--- src/design/aws_pkg.sv ---
`default_nettype none

package aws_pkg;

    localparam int AVERAGE_SAMPLES = 120;
    localparam int GUST_SLOTS      = 10;
    localparam int TICKS_PER_SLOT  = 60;

    localparam int RING_AW   = $clog2(AVERAGE_SAMPLES);
    localparam int SLOT_AW   = (GUST_SLOTS > 1) ? $clog2(GUST_SLOTS) : 1;
    localparam int SEC_W     = (TICKS_PER_SLOT > 1) ? $clog2(TICKS_PER_SLOT) : 1;
    localparam int SUM_W     = $clog2(AVERAGE_SAMPLES * 255 + 1);
    localparam int AVG_XW    = SUM_W + 8;
    localparam int AVG_RECIP = (2 ** AVG_XW) / AVERAGE_SAMPLES;
    localparam int RECIP_W   = $clog2(AVG_RECIP + 1);
    localparam int AVG_PW    = AVG_XW + RECIP_W;

    localparam int CMD_DEPTH = 2;
    localparam int CMD_AW    = $clog2(CMD_DEPTH);

    localparam int DIV_STEPS = 16;
    localparam int STEP_W    = $clog2(DIV_STEPS);

    localparam int CFG_IDX_W  = 1;
    localparam int CFG_DATA_W = 16;

    localparam logic [CFG_IDX_W-1:0] REG_DEBOUNCE = 1'd0;
    localparam logic [CFG_IDX_W-1:0] REG_GAIN     = 1'd1;

    localparam logic [7:0]  DEBOUNCE_RESET = 8'd20;
    localparam logic [15:0] GAIN_RESET     = 16'd1492;
    localparam logic [15:0] SPEED_MAX      = 16'hFFFF;

    typedef enum logic [1:0] {
        ACT_EDGE    = 2'd0,
        ACT_TICK    = 2'd1,
        ACT_RESTART = 2'd2
    } action_t;

    typedef struct packed {
        logic [1:0]  action;
        logic [31:0] time_ms;
    } in_item_t;

    typedef struct packed {
        logic [15:0] current_speed;
        logic [15:0] average_speed;
        logic [15:0] window_gust;
        logic [15:0] overall_gust;
    } out_item_t;

    typedef struct packed {
        logic [15:0] clicks;
        logic [31:0] elapsed;
    } tick_cmd_t;

endpackage

`default_nettype wire

--- src/design/anemometer_wind_statistics.sv ---
// From the accepting edge to the result on the ports, a tick passes the command
// queue, the speed unit (multiply, range check and, unless that settles it, a
// 16-step divide) and the ring/average update, gust update, ten-slot scan and
// output. Ticks are worked on one at a time, the next once the last result sits
// in the output register. Up to two ticks queue behind the one in progress.
// Reset (rst_n low, asynchronous) clears all state; the sample ring reads as
// zero through per-entry valid bits, so no clearing pass follows reset.
`default_nettype none

module anemometer_wind_statistics (
    input  wire logic                           clk,
    input  wire logic                           rst_n,
    input  wire logic                           push,
    output logic                                full,
    input  wire aws_pkg::in_item_t              item,
    output logic                                empty,
    input  wire logic                           pop,
    output aws_pkg::out_item_t                  result,
    input  wire logic                           cfg_write,
    input  wire logic [aws_pkg::CFG_IDX_W-1:0]  cfg_index,
    input  wire logic [aws_pkg::CFG_DATA_W-1:0] cfg_data
);
    import aws_pkg::*;

    logic        cmd_push;
    logic        cmd_full;
    logic        cmd_pop;
    logic        cmd_empty;
    tick_cmd_t   cmd_wr;
    tick_cmd_t   cmd_rd;
    logic [15:0] gain;

    aws_front u_front (
        .clk       (clk),
        .rst_n     (rst_n),
        .push      (push),
        .full      (full),
        .item      (item),
        .cfg_write (cfg_write),
        .cfg_index (cfg_index),
        .cfg_data  (cfg_data),
        .gain      (gain),
        .cmd_push  (cmd_push),
        .cmd_data  (cmd_wr),
        .cmd_full  (cmd_full)
    );

    aws_cmd_fifo u_fifo (
        .clk     (clk),
        .rst_n   (rst_n),
        .wr_en   (cmd_push),
        .wr_data (cmd_wr),
        .full    (cmd_full),
        .rd_en   (cmd_pop),
        .rd_data (cmd_rd),
        .empty   (cmd_empty)
    );

    aws_back u_back (
        .clk       (clk),
        .rst_n     (rst_n),
        .cmd_empty (cmd_empty),
        .cmd_data  (cmd_rd),
        .cmd_pop   (cmd_pop),
        .gain      (gain),
        .pop       (pop),
        .empty     (empty),
        .result    (result)
    );

endmodule

`default_nettype wire

--- src/design/aws_front.sv ---
`default_nettype none

module aws_front (
    input  wire logic                           clk,
    input  wire logic                           rst_n,
    input  wire logic                           push,
    output logic                                full,
    input  wire aws_pkg::in_item_t              item,
    input  wire logic                           cfg_write,
    input  wire logic [aws_pkg::CFG_IDX_W-1:0]  cfg_index,
    input  wire logic [aws_pkg::CFG_DATA_W-1:0] cfg_data,
    output logic [15:0]                         gain,
    output logic                                cmd_push,
    output aws_pkg::tick_cmd_t                  cmd_data,
    input  wire logic                           cmd_full
);
    import aws_pkg::*;

    logic [7:0]  debounce_reg, debounce_next;
    logic [15:0] gain_reg, gain_next;
    logic [15:0] clicks_reg, clicks_next;
    logic [31:0] last_edge_reg, last_edge_next;
    logic [31:0] last_sample_reg, last_sample_next;
    logic        accept;
    logic [31:0] since_edge;

    assign full       = cmd_full;
    assign accept     = push && !cmd_full;
    assign since_edge = item.time_ms - last_edge_reg;
    assign gain       = gain_reg;

    assign cmd_push = accept && (item.action == ACT_TICK);
    assign cmd_data = '{clicks: clicks_reg, elapsed: item.time_ms - last_sample_reg};

    always_comb
    begin
        debounce_next    = debounce_reg;
        gain_next        = gain_reg;
        clicks_next      = clicks_reg;
        last_edge_next   = last_edge_reg;
        last_sample_next = last_sample_reg;

        if (cfg_write)
        begin
            unique case (cfg_index)
                REG_DEBOUNCE: debounce_next = cfg_data[7:0];
                REG_GAIN:     gain_next     = cfg_data[15:0];
                default:      ;
            endcase
        end

        if (accept)
        begin
            unique case (item.action)
                ACT_EDGE:
                begin
                    if (since_edge > {24'd0, debounce_reg})
                    begin
                        last_edge_next = item.time_ms;
                        if (clicks_reg != SPEED_MAX)
                        begin
                            clicks_next = clicks_reg + 16'd1;
                        end
                    end
                end
                ACT_TICK, ACT_RESTART:
                begin
                    clicks_next      = '0;
                    last_sample_next = item.time_ms;
                end
                default: ;
            endcase
        end
    end

    always_ff @(posedge clk or negedge rst_n)
    begin
        if (!rst_n)
        begin
            debounce_reg    <= DEBOUNCE_RESET;
            gain_reg        <= GAIN_RESET;
            clicks_reg      <= '0;
            last_edge_reg   <= '0;
            last_sample_reg <= '0;
        end
        else
        begin
            debounce_reg    <= debounce_next;
            gain_reg        <= gain_next;
            clicks_reg      <= clicks_next;
            last_edge_reg   <= last_edge_next;
            last_sample_reg <= last_sample_next;
        end
    end

endmodule

`default_nettype wire

--- src/design/aws_cmd_fifo.sv ---
`default_nettype none

module aws_cmd_fifo (
    input  wire logic               clk,
    input  wire logic               rst_n,
    input  wire logic               wr_en,
    input  wire aws_pkg::tick_cmd_t wr_data,
    output logic                    full,
    input  wire logic               rd_en,
    output aws_pkg::tick_cmd_t      rd_data,
    output logic                    empty
);
    import aws_pkg::*;

    localparam int PTR_W = (CMD_AW > 0) ? CMD_AW : 1;

    tick_cmd_t          entry_reg [CMD_DEPTH];
    logic [PTR_W-1:0]   wr_ptr_reg, wr_ptr_next;
    logic [PTR_W-1:0]   rd_ptr_reg, rd_ptr_next;
    logic [CMD_AW:0]    count_reg, count_next;
    logic               do_wr;
    logic               do_rd;

    assign full    = (count_reg == (CMD_AW + 1)'(CMD_DEPTH));
    assign empty   = (count_reg == '0);
    assign do_wr   = wr_en && !full;
    assign do_rd   = rd_en && !empty;
    assign rd_data = entry_reg[rd_ptr_reg];

    always_comb
    begin
        wr_ptr_next = wr_ptr_reg;
        rd_ptr_next = rd_ptr_reg;
        count_next  = count_reg;
        if (do_wr)
        begin
            wr_ptr_next = (wr_ptr_reg == PTR_W'(CMD_DEPTH - 1)) ? '0 : wr_ptr_reg + 1'b1;
        end
        if (do_rd)
        begin
            rd_ptr_next = (rd_ptr_reg == PTR_W'(CMD_DEPTH - 1)) ? '0 : rd_ptr_reg + 1'b1;
        end
        if (do_wr && !do_rd)
        begin
            count_next = count_reg + 1'b1;
        end
        else if (do_rd && !do_wr)
        begin
            count_next = count_reg - 1'b1;
        end
    end

    always_ff @(posedge clk)
    begin
        if (do_wr)
        begin
            entry_reg[wr_ptr_reg] <= wr_data;
        end
    end

    always_ff @(posedge clk or negedge rst_n)
    begin
        if (!rst_n)
        begin
            wr_ptr_reg <= '0;
            rd_ptr_reg <= '0;
            count_reg  <= '0;
        end
        else
        begin
            wr_ptr_reg <= wr_ptr_next;
            rd_ptr_reg <= rd_ptr_next;
            count_reg  <= count_next;
        end
    end

endmodule

`default_nettype wire

--- src/design/aws_speed.sv ---
`default_nettype none

module aws_speed (
    input  wire logic               clk,
    input  wire logic               rst_n,
    input  wire logic               start,
    input  wire aws_pkg::tick_cmd_t cmd,
    input  wire logic [15:0]        gain,
    output logic                    done,
    output logic [15:0]             speed
);
    import aws_pkg::*;

    typedef enum logic [1:0] {
        S_IDLE,
        S_MUL,
        S_CHECK,
        S_DIV
    } state_t;

    state_t             state_reg;
    logic [15:0]        clicks_reg;
    logic [31:0]        elapsed_reg;
    logic [31:0]        prod_reg;
    logic [31:0]        rem_reg;
    logic [15:0]        num_lo_reg;
    logic [15:0]        quot_reg;
    logic [STEP_W-1:0]  step_reg;
    logic [15:0]        speed_reg;
    logic               done_reg;

    logic [32:0]        trial;
    logic               trial_ge;
    logic [31:0]        rem_step;
    logic               saturate;

    assign trial    = {rem_reg, num_lo_reg[15]};
    assign trial_ge = (trial >= {1'b0, elapsed_reg});
    assign rem_step = trial_ge ? 32'(trial - {1'b0, elapsed_reg}) : trial[31:0];
    assign saturate = ({8'd0, prod_reg[31:8]} >= elapsed_reg);

    assign done  = done_reg;
    assign speed = speed_reg;

    always_ff @(posedge clk or negedge rst_n)
    begin
        if (!rst_n)
        begin
            state_reg   <= S_IDLE;
            done_reg    <= 1'b0;
            speed_reg   <= '0;
            clicks_reg  <= '0;
            elapsed_reg <= '0;
            prod_reg    <= '0;
            rem_reg     <= '0;
            num_lo_reg  <= '0;
            quot_reg    <= '0;
            step_reg    <= '0;
        end
        else
        begin
            done_reg <= 1'b0;
            unique case (state_reg)
                S_IDLE:
                begin
                    if (start)
                    begin
                        clicks_reg  <= cmd.clicks;
                        elapsed_reg <= cmd.elapsed;
                        state_reg   <= S_MUL;
                    end
                end
                S_MUL:
                begin
                    prod_reg  <= clicks_reg * gain;
                    state_reg <= S_CHECK;
                end
                S_CHECK:
                begin
                    if (elapsed_reg == '0)
                    begin
                        speed_reg <= (clicks_reg != '0) ? SPEED_MAX : '0;
                        done_reg  <= 1'b1;
                        state_reg <= S_IDLE;
                    end
                    else if (saturate)
                    begin
                        speed_reg <= SPEED_MAX;
                        done_reg  <= 1'b1;
                        state_reg <= S_IDLE;
                    end
                    else
                    begin
                        rem_reg    <= {8'd0, prod_reg[31:8]};
                        num_lo_reg <= {prod_reg[7:0], 8'd0};
                        quot_reg   <= '0;
                        step_reg   <= '0;
                        state_reg  <= S_DIV;
                    end
                end
                S_DIV:
                begin
                    rem_reg    <= rem_step;
                    num_lo_reg <= {num_lo_reg[14:0], 1'b0};
                    quot_reg   <= {quot_reg[14:0], trial_ge};
                    step_reg   <= step_reg + 1'b1;
                    if (step_reg == STEP_W'(DIV_STEPS - 1))
                    begin
                        speed_reg <= {quot_reg[14:0], trial_ge};
                        done_reg  <= 1'b1;
                        state_reg <= S_IDLE;
                    end
                end
                default: state_reg <= S_IDLE;
            endcase
        end
    end

endmodule

`default_nettype wire

--- src/design/aws_back.sv ---
`default_nettype none

module aws_back (
    input  wire logic               clk,
    input  wire logic               rst_n,
    input  wire logic               cmd_empty,
    input  wire aws_pkg::tick_cmd_t cmd_data,
    output logic                    cmd_pop,
    input  wire logic [15:0]        gain,
    input  wire logic               pop,
    output logic                    empty,
    output aws_pkg::out_item_t      result
);
    import aws_pkg::*;

    typedef enum logic [2:0] {
        B_IDLE,
        B_WAIT,
        B_RING,
        B_UPDATE,
        B_ROLL,
        B_SCAN,
        B_OUT
    } state_t;

    state_t                      state_reg;
    logic [15:0]                 speed_reg;
    logic [RING_AW-1:0]          ring_pos_reg;
    logic [SUM_W-1:0]            ring_sum_reg;
    logic [7:0]                  ring_mem [AVERAGE_SAMPLES];
    logic [7:0]                  ring_rd_reg;
    logic [AVERAGE_SAMPLES-1:0]  ring_vld_reg;
    logic                        ring_vld_rd_reg;
    logic [15:0]                 gust_reg [GUST_SLOTS];
    logic [SLOT_AW-1:0]          slot_pos_reg;
    logic [SEC_W-1:0]            sec_reg;
    logic [SLOT_AW-1:0]          scan_reg;
    logic [15:0]                 window_reg;
    logic [15:0]                 all_gust_reg;
    logic [AVG_PW-1:0]           avg_prod_reg;
    logic [15:0]                 avg_reg;
    logic                        out_valid_reg;
    out_item_t                   out_reg;

    logic [RING_AW-1:0]          ring_ra;
    logic                        ring_we;
    logic [7:0]                  old_sample;
    logic [SLOT_AW-1:0]          gust_idx;
    logic [15:0]                 gust_rd;
    logic [SLOT_AW-1:0]          slot_step;
    logic [SEC_W:0]              sec_inc;
    logic [AVG_XW-1:0]           avg_x;
    logic [RECIP_W-1:0]          avg_q0;
    logic [AVG_XW-1:0]           avg_nq;
    logic [AVG_XW-1:0]           avg_rem;
    logic [RECIP_W-1:0]          avg_q;
    logic                        spd_start;
    logic                        spd_done;
    logic [15:0]                 spd_val;

    assign ring_ra = (ring_pos_reg == RING_AW'(AVERAGE_SAMPLES - 1)) ? '0
                                                                     : ring_pos_reg + 1'b1;
    assign ring_we    = (state_reg == B_RING);
    assign old_sample = ring_vld_rd_reg ? ring_rd_reg : 8'd0;

    assign gust_idx  = (state_reg == B_SCAN) ? scan_reg : slot_pos_reg;
    assign gust_rd   = gust_reg[gust_idx];
    assign slot_step = (slot_pos_reg == SLOT_AW'(GUST_SLOTS - 1)) ? '0 : slot_pos_reg + 1'b1;
    assign sec_inc   = {1'b0, sec_reg} + 1'b1;

    assign avg_x   = {ring_sum_reg, 8'd0};
    assign avg_q0  = avg_prod_reg[AVG_PW-1:AVG_XW];
    assign avg_nq  = AVG_XW'(AVG_XW'(avg_q0) * AVG_XW'(AVERAGE_SAMPLES));
    assign avg_rem = avg_x - avg_nq;
    assign avg_q   = (avg_rem >= AVG_XW'(AVERAGE_SAMPLES)) ? avg_q0 + 1'b1 : avg_q0;

    assign spd_start = (state_reg == B_IDLE) && !cmd_empty;
    assign cmd_pop   = spd_start;

    assign empty  = !out_valid_reg;
    assign result = out_reg;

    aws_speed u_speed (
        .clk   (clk),
        .rst_n (rst_n),
        .start (spd_start),
        .cmd   (cmd_data),
        .gain  (gain),
        .done  (spd_done),
        .speed (spd_val)
    );

    always_ff @(posedge clk)
    begin
        if (ring_we)
        begin
            ring_mem[ring_ra] <= speed_reg[15:8];
        end
        ring_rd_reg <= ring_mem[ring_ra];
    end

    always_ff @(posedge clk or negedge rst_n)
    begin
        if (!rst_n)
        begin
            ring_vld_reg    <= '0;
            ring_vld_rd_reg <= 1'b0;
        end
        else
        begin
            if (ring_we)
            begin
                ring_vld_reg[ring_ra] <= 1'b1;
            end
            ring_vld_rd_reg <= ring_vld_reg[ring_ra];
        end
    end

    always_ff @(posedge clk or negedge rst_n)
    begin
        if (!rst_n)
        begin
            state_reg     <= B_IDLE;
            speed_reg     <= '0;
            ring_pos_reg  <= '0;
            ring_sum_reg  <= '0;
            for (int i = 0; i < GUST_SLOTS; i++)
            begin
                gust_reg[i] <= '0;
            end
            slot_pos_reg  <= '0;
            sec_reg       <= '0;
            scan_reg      <= '0;
            window_reg    <= '0;
            all_gust_reg  <= '0;
            avg_prod_reg  <= '0;
            avg_reg       <= '0;
            out_valid_reg <= 1'b0;
            out_reg       <= '0;
        end
        else
        begin
            if (pop && out_valid_reg && (state_reg != B_OUT))
            begin
                out_valid_reg <= 1'b0;
            end
            unique case (state_reg)
                B_IDLE:
                begin
                    if (!cmd_empty)
                    begin
                        state_reg <= B_WAIT;
                    end
                end
                B_WAIT:
                begin
                    if (spd_done)
                    begin
                        speed_reg <= spd_val;
                        state_reg <= B_RING;
                    end
                end
                B_RING:
                begin
                    ring_sum_reg <= ring_sum_reg - SUM_W'(old_sample) + SUM_W'(speed_reg[15:8]);
                    ring_pos_reg <= ring_ra;
                    state_reg    <= B_UPDATE;
                end
                B_UPDATE:
                begin
                    avg_prod_reg <= AVG_PW'(avg_x) * AVG_PW'(AVG_RECIP);
                    if (speed_reg > gust_rd)
                    begin
                        gust_reg[slot_pos_reg] <= speed_reg;
                    end
                    if (speed_reg > all_gust_reg)
                    begin
                        all_gust_reg <= speed_reg;
                    end
                    state_reg <= B_ROLL;
                end
                B_ROLL:
                begin
                    avg_reg <= 16'(avg_q);
                    if (sec_inc == (SEC_W + 1)'(TICKS_PER_SLOT))
                    begin
                        sec_reg             <= '0;
                        slot_pos_reg        <= slot_step;
                        gust_reg[slot_step] <= '0;
                    end
                    else
                    begin
                        sec_reg <= sec_inc[SEC_W-1:0];
                    end
                    scan_reg   <= '0;
                    window_reg <= '0;
                    state_reg  <= B_SCAN;
                end
                B_SCAN:
                begin
                    if (gust_rd > window_reg)
                    begin
                        window_reg <= gust_rd;
                    end
                    if (scan_reg == SLOT_AW'(GUST_SLOTS - 1))
                    begin
                        state_reg <= B_OUT;
                    end
                    else
                    begin
                        scan_reg <= scan_reg + 1'b1;
                    end
                end
                B_OUT:
                begin
                    if (!out_valid_reg || pop)
                    begin
                        out_reg       <= '{current_speed: speed_reg,
                                           average_speed: avg_reg,
                                           window_gust:   window_reg,
                                           overall_gust:  all_gust_reg};
                        out_valid_reg <= 1'b1;
                        state_reg     <= B_IDLE;
                    end
                end
                default: state_reg <= B_IDLE;
            endcase
        end
    end

endmodule

`default_nettype wire

--- config.mk ---
export PLATFORM = sky130hd
export DESIGN_NAME = anemometer_wind_statistics
export DESIGN_NICKNAME = d
export VERILOG_FILES = /design/src/design/aws_pkg.sv /design/src/design/anemometer_wind_statistics.sv /design/src/design/aws_front.sv /design/src/design/aws_cmd_fifo.sv /design/src/design/aws_speed.sv /design/src/design/aws_back.sv
export SDC_FILE = /design/constraint.sdc
export NUM_CORES = 2
export LEC_CHECK = 0
export BUFFER_PORTS_ARGS = -buffer_cell sky130_fd_sc_hd__clkbuf_2
export CAP_MARGIN = 10
export CORE_MARGIN = 3
export CORE_UTILIZATION = 45
export CTS_CLUSTER_DIAMETER = 30
export CTS_CLUSTER_SIZE = 25
export DETAILED_ROUTE_END_ITERATION = 16
export GPL_TIMING_DRIVEN = 0
export PLACE_DENSITY = 0.67
export SLEW_MARGIN = 30
export SYNTH_ARGS = -nofsm -noshare
export SYNTH_HDL_FRONTEND = slang
export SYNTH_SLANG_ARGS = --single-unit
--- constraint.sdc ---
create_clock -name clk -period 16.17 [get_ports clk]
set_clock_uncertainty 0.15 [all_clocks]
set_input_delay 0.8085 -clock clk [delete_from_list [all_inputs] [get_ports clk]]
set_output_delay 0.8085 -clock clk [all_outputs]
set_load 0.1 [all_outputs]
== Word-level counts from Yosys, hierarchy flattened ==
Memories as Yosys holds them, arrays and structs flattened. A register that Yosys moved wholly into a read port is not among the register bits.
Cells that the tools add are included.

* Register bits after elaboration: 707
* RAM bits: 1,056
* Input port bits: 56
* Memories kept: 2

* Add/sub/neg operators: 17
* $mul: 3
* Order comparisons: 14
* Equality and inequality tests: 34
* Muxes and demuxes: 71
* Bitwise operators: 7
* Reduce and logical (&&, ||, !) cells: 48

{| class="wikitable"
|+ Memory list
! memory !! depth !! width !! read ports !! clocked after Yosys merged registers in !! wr ports !! RTL line !! source
|-
| u_back.ring_mem || 120 || 8 || 1 || 1 || 1 || aws_back.sv:30 || <nowiki>logic [7:0] ring_mem [AVERAGE_SAMPLES];</nowiki>
|-
| u_fifo.entry_reg || 2 || 48 || 1 || 1 || 1 || aws_cmd_fifo.sv:17 || <nowiki>tick_cmd_t entry_reg [CMD_DEPTH];</nowiki>
|}

{| class="wikitable"
|+ Operator list
! cell !! count
|-
| two-way mux 160 bit || 2
|-
| one-hot mux 160 bit (2 select lines) || 1
|-
| two-way mux 16 bit || 14
|-
| AND 160 bit || 1
|-
| bitwise mux 160 bit || 1
|-
| NOT 160 bit || 1
|-
| demux 16 bit (select 4 bit) || 2
|-
| one-hot mux 16 bit (2 select lines) || 4
|-
| bitwise OR 120 bit || 1
|-
| two-way mux 32 bit || 3
|-
| subtractor 32 bit || 3
|-
| binary-select mux 16 bit (select 4 bit) || 1
|-
| one-hot mux 32 bit (2 select lines) || 1
|-
| greater-than comparator 16 bit || 3
|-
| >= comparator 33 x 32 -> 1 bit || 1
|-
| adder 16 x 1 -> 16 bit (second input constant) || 2
|-
| >= comparator 24 x 32 -> 1 bit || 1
|-
| greater-than comparator 32 x 8 -> 1 bit || 1
|-
| zero test 32 bit || 1
|-
| multiplier 15 x 17 -> 32 bit (second input constant) || 1
|-
| multiplier 16 x 16 -> 32 bit || 1
|-
| two-way mux 15 bit || 2
|-
| one-hot mux 15 bit (2 select lines) || 1
|-
| >= comparator 23 x 7 -> 1 bit (second input constant) || 1
|-
| other kinds (52) || 144
|}

== Logic depth before layout (Yosys ltp) ==
* Word-level depth: 11
* Mapped depth: 27
* Mapped depth without buffers: 26

== By module ==
From an unflattened synthesis, not the netlist that was laid out.

* Cells, all modules: 7,433
* Area total of the unflattened synthesis: 91,052.3 um^2

{| class="wikitable"
|+ By module, submodules not included
! module !! times used !! cells an instance !! area an instance (um^2) !! sequential area each (um^2)
|-
| aws_back || 1 || 4,399 || 61,461.4 || 40,649.0
|-
| aws_speed || 1 || 1,895 || 17,125.2 || 3,953.8
|-
| aws_front || 1 || 971 || 8,759.7 || 2,612.5
|-
| aws_cmd_fifo || 1 || 168 || 3,706.1 || 2,982.9
|}

== Least setup slack after synthesis ==
No wires, ideal clock.

* Kind: reg2reg
* From: register u_front.gain_reg[4] (netlist: u_front.gain[4])
* To: register u_back.u_speed.prod_reg[31]
* Setup time: 0.127 ns
* Arrival: 6.434 ns
* Required time: 15.893 ns
* Slack: 9.459 ns
* Stages on the path, launching flop included: 26
* Cells stage by stage: dfstp_2 > clkbuf_1 > clkbuf_1 > nand2_1 > fa_1 > inv_1 > fa_1 > inv_1 > fa_1 > inv_1 > fa_1 > inv_1 > fa_1 > inv_1 > fa_1 > ha_1 > and3_1 > and3_1 > o211ai_1 > nand3_1 > o21ai_0 > o21ai_0 > a221oi_1 > o21ai_0 > mux2i_1 > nand3_1

* Cells in the longest elaborated chain, start to end: 1

{| class="wikitable"
|+ Ends and longest elaborated chain
! what !! RTL line !! source
|-
| start, declared || aws_front.sv:20 || <nowiki>logic [15:0] gain_reg, gain_next;</nowiki>
|-
| start signal, assigned || aws_front.sv:89 || <nowiki>gain_reg <= gain_next;</nowiki>
|-
| multiplier 16 x 16 -> 32 bit || aws_speed.sv:75 || <nowiki>prod_reg <= clicks_reg * gain;</nowiki>
|-
| end signal, assigned || aws_speed.sv:75 ||
|-
| end, declared || aws_speed.sv:24 || <nowiki>logic [31:0] prod_reg;</nowiki>
|}

Every way passes these cells.
A chain may end at the register's enable or synchronous reset.

== Final worst setup path ==
* From: register u_front.gain_reg[4] (netlist: u_front.gain[4])
* To: register u_back.u_speed.prod_reg[29]

Same word-level chain as after synthesis.

==> results by group <==
Worst setup path
  – Critical path type: reg -> reg
  – WP data arrival: ~8.8 ns
  – Most used cell, CP: fa_1
  – CP top delay family: adder cells
  – Critical path's largest stage delay: 0.59 ns
  – Critical path peak fanout: 10
  – WP data required: 16.76 ns
  – Crit path launch type: flip-flop
  – Setup crit end kind: flip-flop
  – Worst path buffer plus inverter count: 7
  – Critical path's slowest cell: o21ai_0

Detailed routing
  – Routed via count: just under 70000
  – Routed length on met2: roughly 130000 um
  – Met3 WL post-DR: between 40000 and 50000 um
  – Top sig layer: met5
  – Metal-1 WL: between 100000 and 150000 um
  – Vias/cell: 6.109
  – Routed WL per cell: about 28 um
  – DRT Pass-1 Iters: 8
  – DRT iter0 DRCs: about 9000
  – WL final: ~300000 um
  – Number of remaining DRC errors: 0
  – Antenna Nets Post-Route: 0

Run status
  – Status: finished, final reports clean

Floorplan
  – Core ar.: between 200000 and 250000 um2
  – FP Rows: 164
  – Starting Density: between 40% and 50%
  – Die W: around 450 um
  – I/O Pins: about 120
  – Die area: around 210000 um2
  – Die height: ~450 um

Worst hold path
  – Hold crit path type: in -> reg

Clock tree
  – CTS Sinks: between 1500 and 2000
  – CTS tree: built
  – Root Buffer: clkbuf_16
  – Num CTS Buffers: approximately 380
  – Setup Fix Bufs, Post-CTS: 0
  – Clk slew on worst S/H paths: 0.04 ns
  – Clk_lat worst skew: 1.00 ns
  – Depth of the CTS H-tree: 5
  – CTS Buffer Depth: 4

Layout
  – Nets: around 8800
  – Fill count: 16380
  – Synth-to-Final Area Change: 20.29%
  – Share of cells above drive strength 1: around 16%
  – Core Util, Final: 54.52%
  – Post-Layout Cell Count: roughly 11000
  – Max reg flops: 960

Placement
  – Gp weighted congestion: approximately 1.0
  – Placed Cells: roughly 10000
  – IO buf count: about 120
  – Post-DP HPWL: ~210000 um

GRT
  – GRT Total Usage: between 20% and 30%
  – First-pass GRT wire length: 441800 um
  – Initial antenna violation count: 29
  – Number of global-route vias before repair: around 66000
  – Largest net degree at the start of global routing: 85
  – GR Overflow Total: 0

Synth
  – Post-synth ARST share: roughly 40%
  – Register area share after synthesis: between 50 and 60%
  – Synth Register Bits: roughly 1800
  – Commonest cells in the netlist: edfxtp_1 (1056), nand2_1 (751), dfrtp_1 (724)
  – Largest area contributor in the netlist: edfxtp_1
  – EDFF count, synth: roughly 1100
  – Synth Instances: around 7500
  – Syn nets: a little over 8000
  – Synth Area per Inst: 12.06 um2
  – Top cell type's share of synthesized area: between 30% and 40%
  – Synth area leaders: edfxtp_1 (35%), dfrtp_1 (20%), ha_1 (5.9%), fa_1 (5.5%), nand2_1 (3.1%)
  – Ys Warns: 0
  – Netlist Area Pre-Place: 90670 um2
  – Distinct cells, synth: 98
  – Cell with the most instances after synthesis: edfxtp_1
  – Ys flop type: edfxtp_1

Job
  – Max Cap Viol: 0

Timing
  – Max-slew headroom: approximately 15%
  – Final Setup Violations: 0
  – Final hold viol count: 0
  – Max-slew violation count: 0
  – RSZ-0062 raised after global routing: false
  – Max Fclk: about 120 MHz
  – Final worst path period need: approximately 8 ns
  – Tcrit/Tclk final: between 50% and 60%
  – Slew @ Worst Pin: between 1 and 1.5 ns
  – Hold slack: a little over 0.06 ns

Power and ir drop
  – Pwr dens: 240.6 nW/um2
  – Leak: about 0.045 uW
  – Worst VDD drop: 0.0004656 V
[worst register-to-register path: cells and delay by family, from the launching register on]
family,cells,cell delay (ns)
buffers and inverters,7,1.24
DFF,1,0.51
and+or+nand+nor,4,0.69
AOI/OAI and AO/OA,7,2.09
adders and majority gates,7,3.39
[metrics by stage]
stage	area (um2)	total power [uW]	TNS (ns)	worst slack, ns
floorplan	90670	14330	0	9.459
global placement	94600	17860	-2691.09	-3.816
detailed placement	95720	18130	0	8.081
CTS	108900	26070	0	8.029
global route	109000	27820	0	7.519
finish	109100	26240	0	7.951
[path summary, 6_finish.rpt]
| kind | to | slack, ns | start | depth (start not counted) |
|---|---|---|---|---|
| max in group asynchronous | u_back.result[10]$_DFFE_PN0P_ | 14.07 | rst_n | 5 |
| min in group asynchronous | u_back.u_speed.rem_reg[11]$_DFFE_PN0P_ | 0.25 | rst_n | 2 |
| max | u_back.u_speed.prod_reg[29]$_DFFE_PN0N_ | 7.95 | u_front.gain[4]$_DFFE_PN1P_ | 25 |
| min | u_front.last_edge_reg[0]$_DFFE_PN0P_ | 0.06 | item[0] | 2 |
| min reg2reg | u_back.ring_vld_reg[5]$_DFFE_PN0P_ | 0.31 | u_back.ring_vld_reg[5]$_DFFE_PN0P_ | 1 |
| max reg2reg | u_back.u_speed.prod_reg[29]$_DFFE_PN0N_ | 7.95 | u_front.gain[4]$_DFFE_PN1P_ | 25 |
[timing repair]
| action | in CTS | in global routing |
|---|---|---|
| hold buffers | 16 | 0 |
| setup endpoints to repair | 0 | 0 |
| resized for setup | 0 | 0 |
| endpoints found under the hold margin | 43 | 0 |
[layer usage]
layer  up-vias  GRT usage [%]
met2      4234          42.84
met5         -         0.5285
met3       954          10.84
met1     33530          37.26
met4        36          15.35
li1      28720              -
[cells by family after synthesis]
family / count (synthesis) / synth area share [%]
XOR/XNOR: 161 / 1.563
AND/OR/NAND/NOR: 1807 / 9.506
multiplexers: 352 / 4.683
buffers and inverters: 976 / 4.148
flip-flops: 1796 / 55.36
AO/OA/AOI/OAI: 1745 / 13.28
adder cells (fa/ha/maj): 680 / 11.45
[placed cells by master, fill, tap and decap left out, types with 37 or more instances in the layout]
| cell | netlist | final |
|---|---|---|
| a21o_1 | 83 | 83 |
| a21oi_1 | 232 | 232 |
| a221oi_1 | 94 | 94 |
| a22o_1 | 135 | 135 |
| a22oi_1 | 349 | 349 |
| a31oi_1 | 123 | 121 |
| and2_1 | 118 | 118 |
| and3_1 | 48 | 47 |
| buf_2 | 57 | 84 |
| bufinv_16 | 0 | 54 |
| clkbuf_1 | 289 | 269 |
| clkbuf_16 | 0 | 385 |
| clkbuf_2 | 0 | 184 |
| clkbuf_8 | 0 | 37 |
| clkinv_2 | 0 | 48 |
| clkinvlp_4 | 0 | 50 |
| dfrtp_1 | 724 | 716 |
| edfxtp_1 | 1056 | 1056 |
| fa_1 | 250 | 250 |
| ha_1 | 430 | 430 |
| inv_1 | 583 | 583 |
| mux2_2 | 122 | 122 |
| mux2i_1 | 167 | 166 |
| nand2_1 | 751 | 751 |
| nand2b_1 | 43 | 43 |
| nand3_1 | 127 | 127 |
| nand4_1 | 50 | 50 |
| nor2_1 | 292 | 230 |
| nor2_2 | 0 | 59 |
| nor3_1 | 72 | 71 |
| o211ai_1 | 37 | 37 |
| o21a_1 | 45 | 45 |
| o21ai_0 | 335 | 335 |
| or2_2 | 134 | 134 |
| xnor2_1 | 84 | 84 |
| xor2_1 | 76 | 76 |
[layout make-up]
cell class	count	area [um2]	share of cell area, %
sequential	1796	50230	46.05
inverter	583	2188	2.006
clock inverter	218	2720	2.494
antenna	18	45.04	0.04130
tap	2656	3323	3.047
timing repair buffer	173	1640	1.504
multi-input combinational	4745	36950	33.88
buffer	393	1687	1.546
clock buffer	463	10290	9.432
[report_power, final]
part           switching (uW)  internal [uW]  total [uW]
Clock                    2530           5350        7880
Combinational            7680           4640       12300
Sequential                473           5580        6050
Total                   10700          15600       26200
No activity file was read; power rests on OpenSTA's default activity.
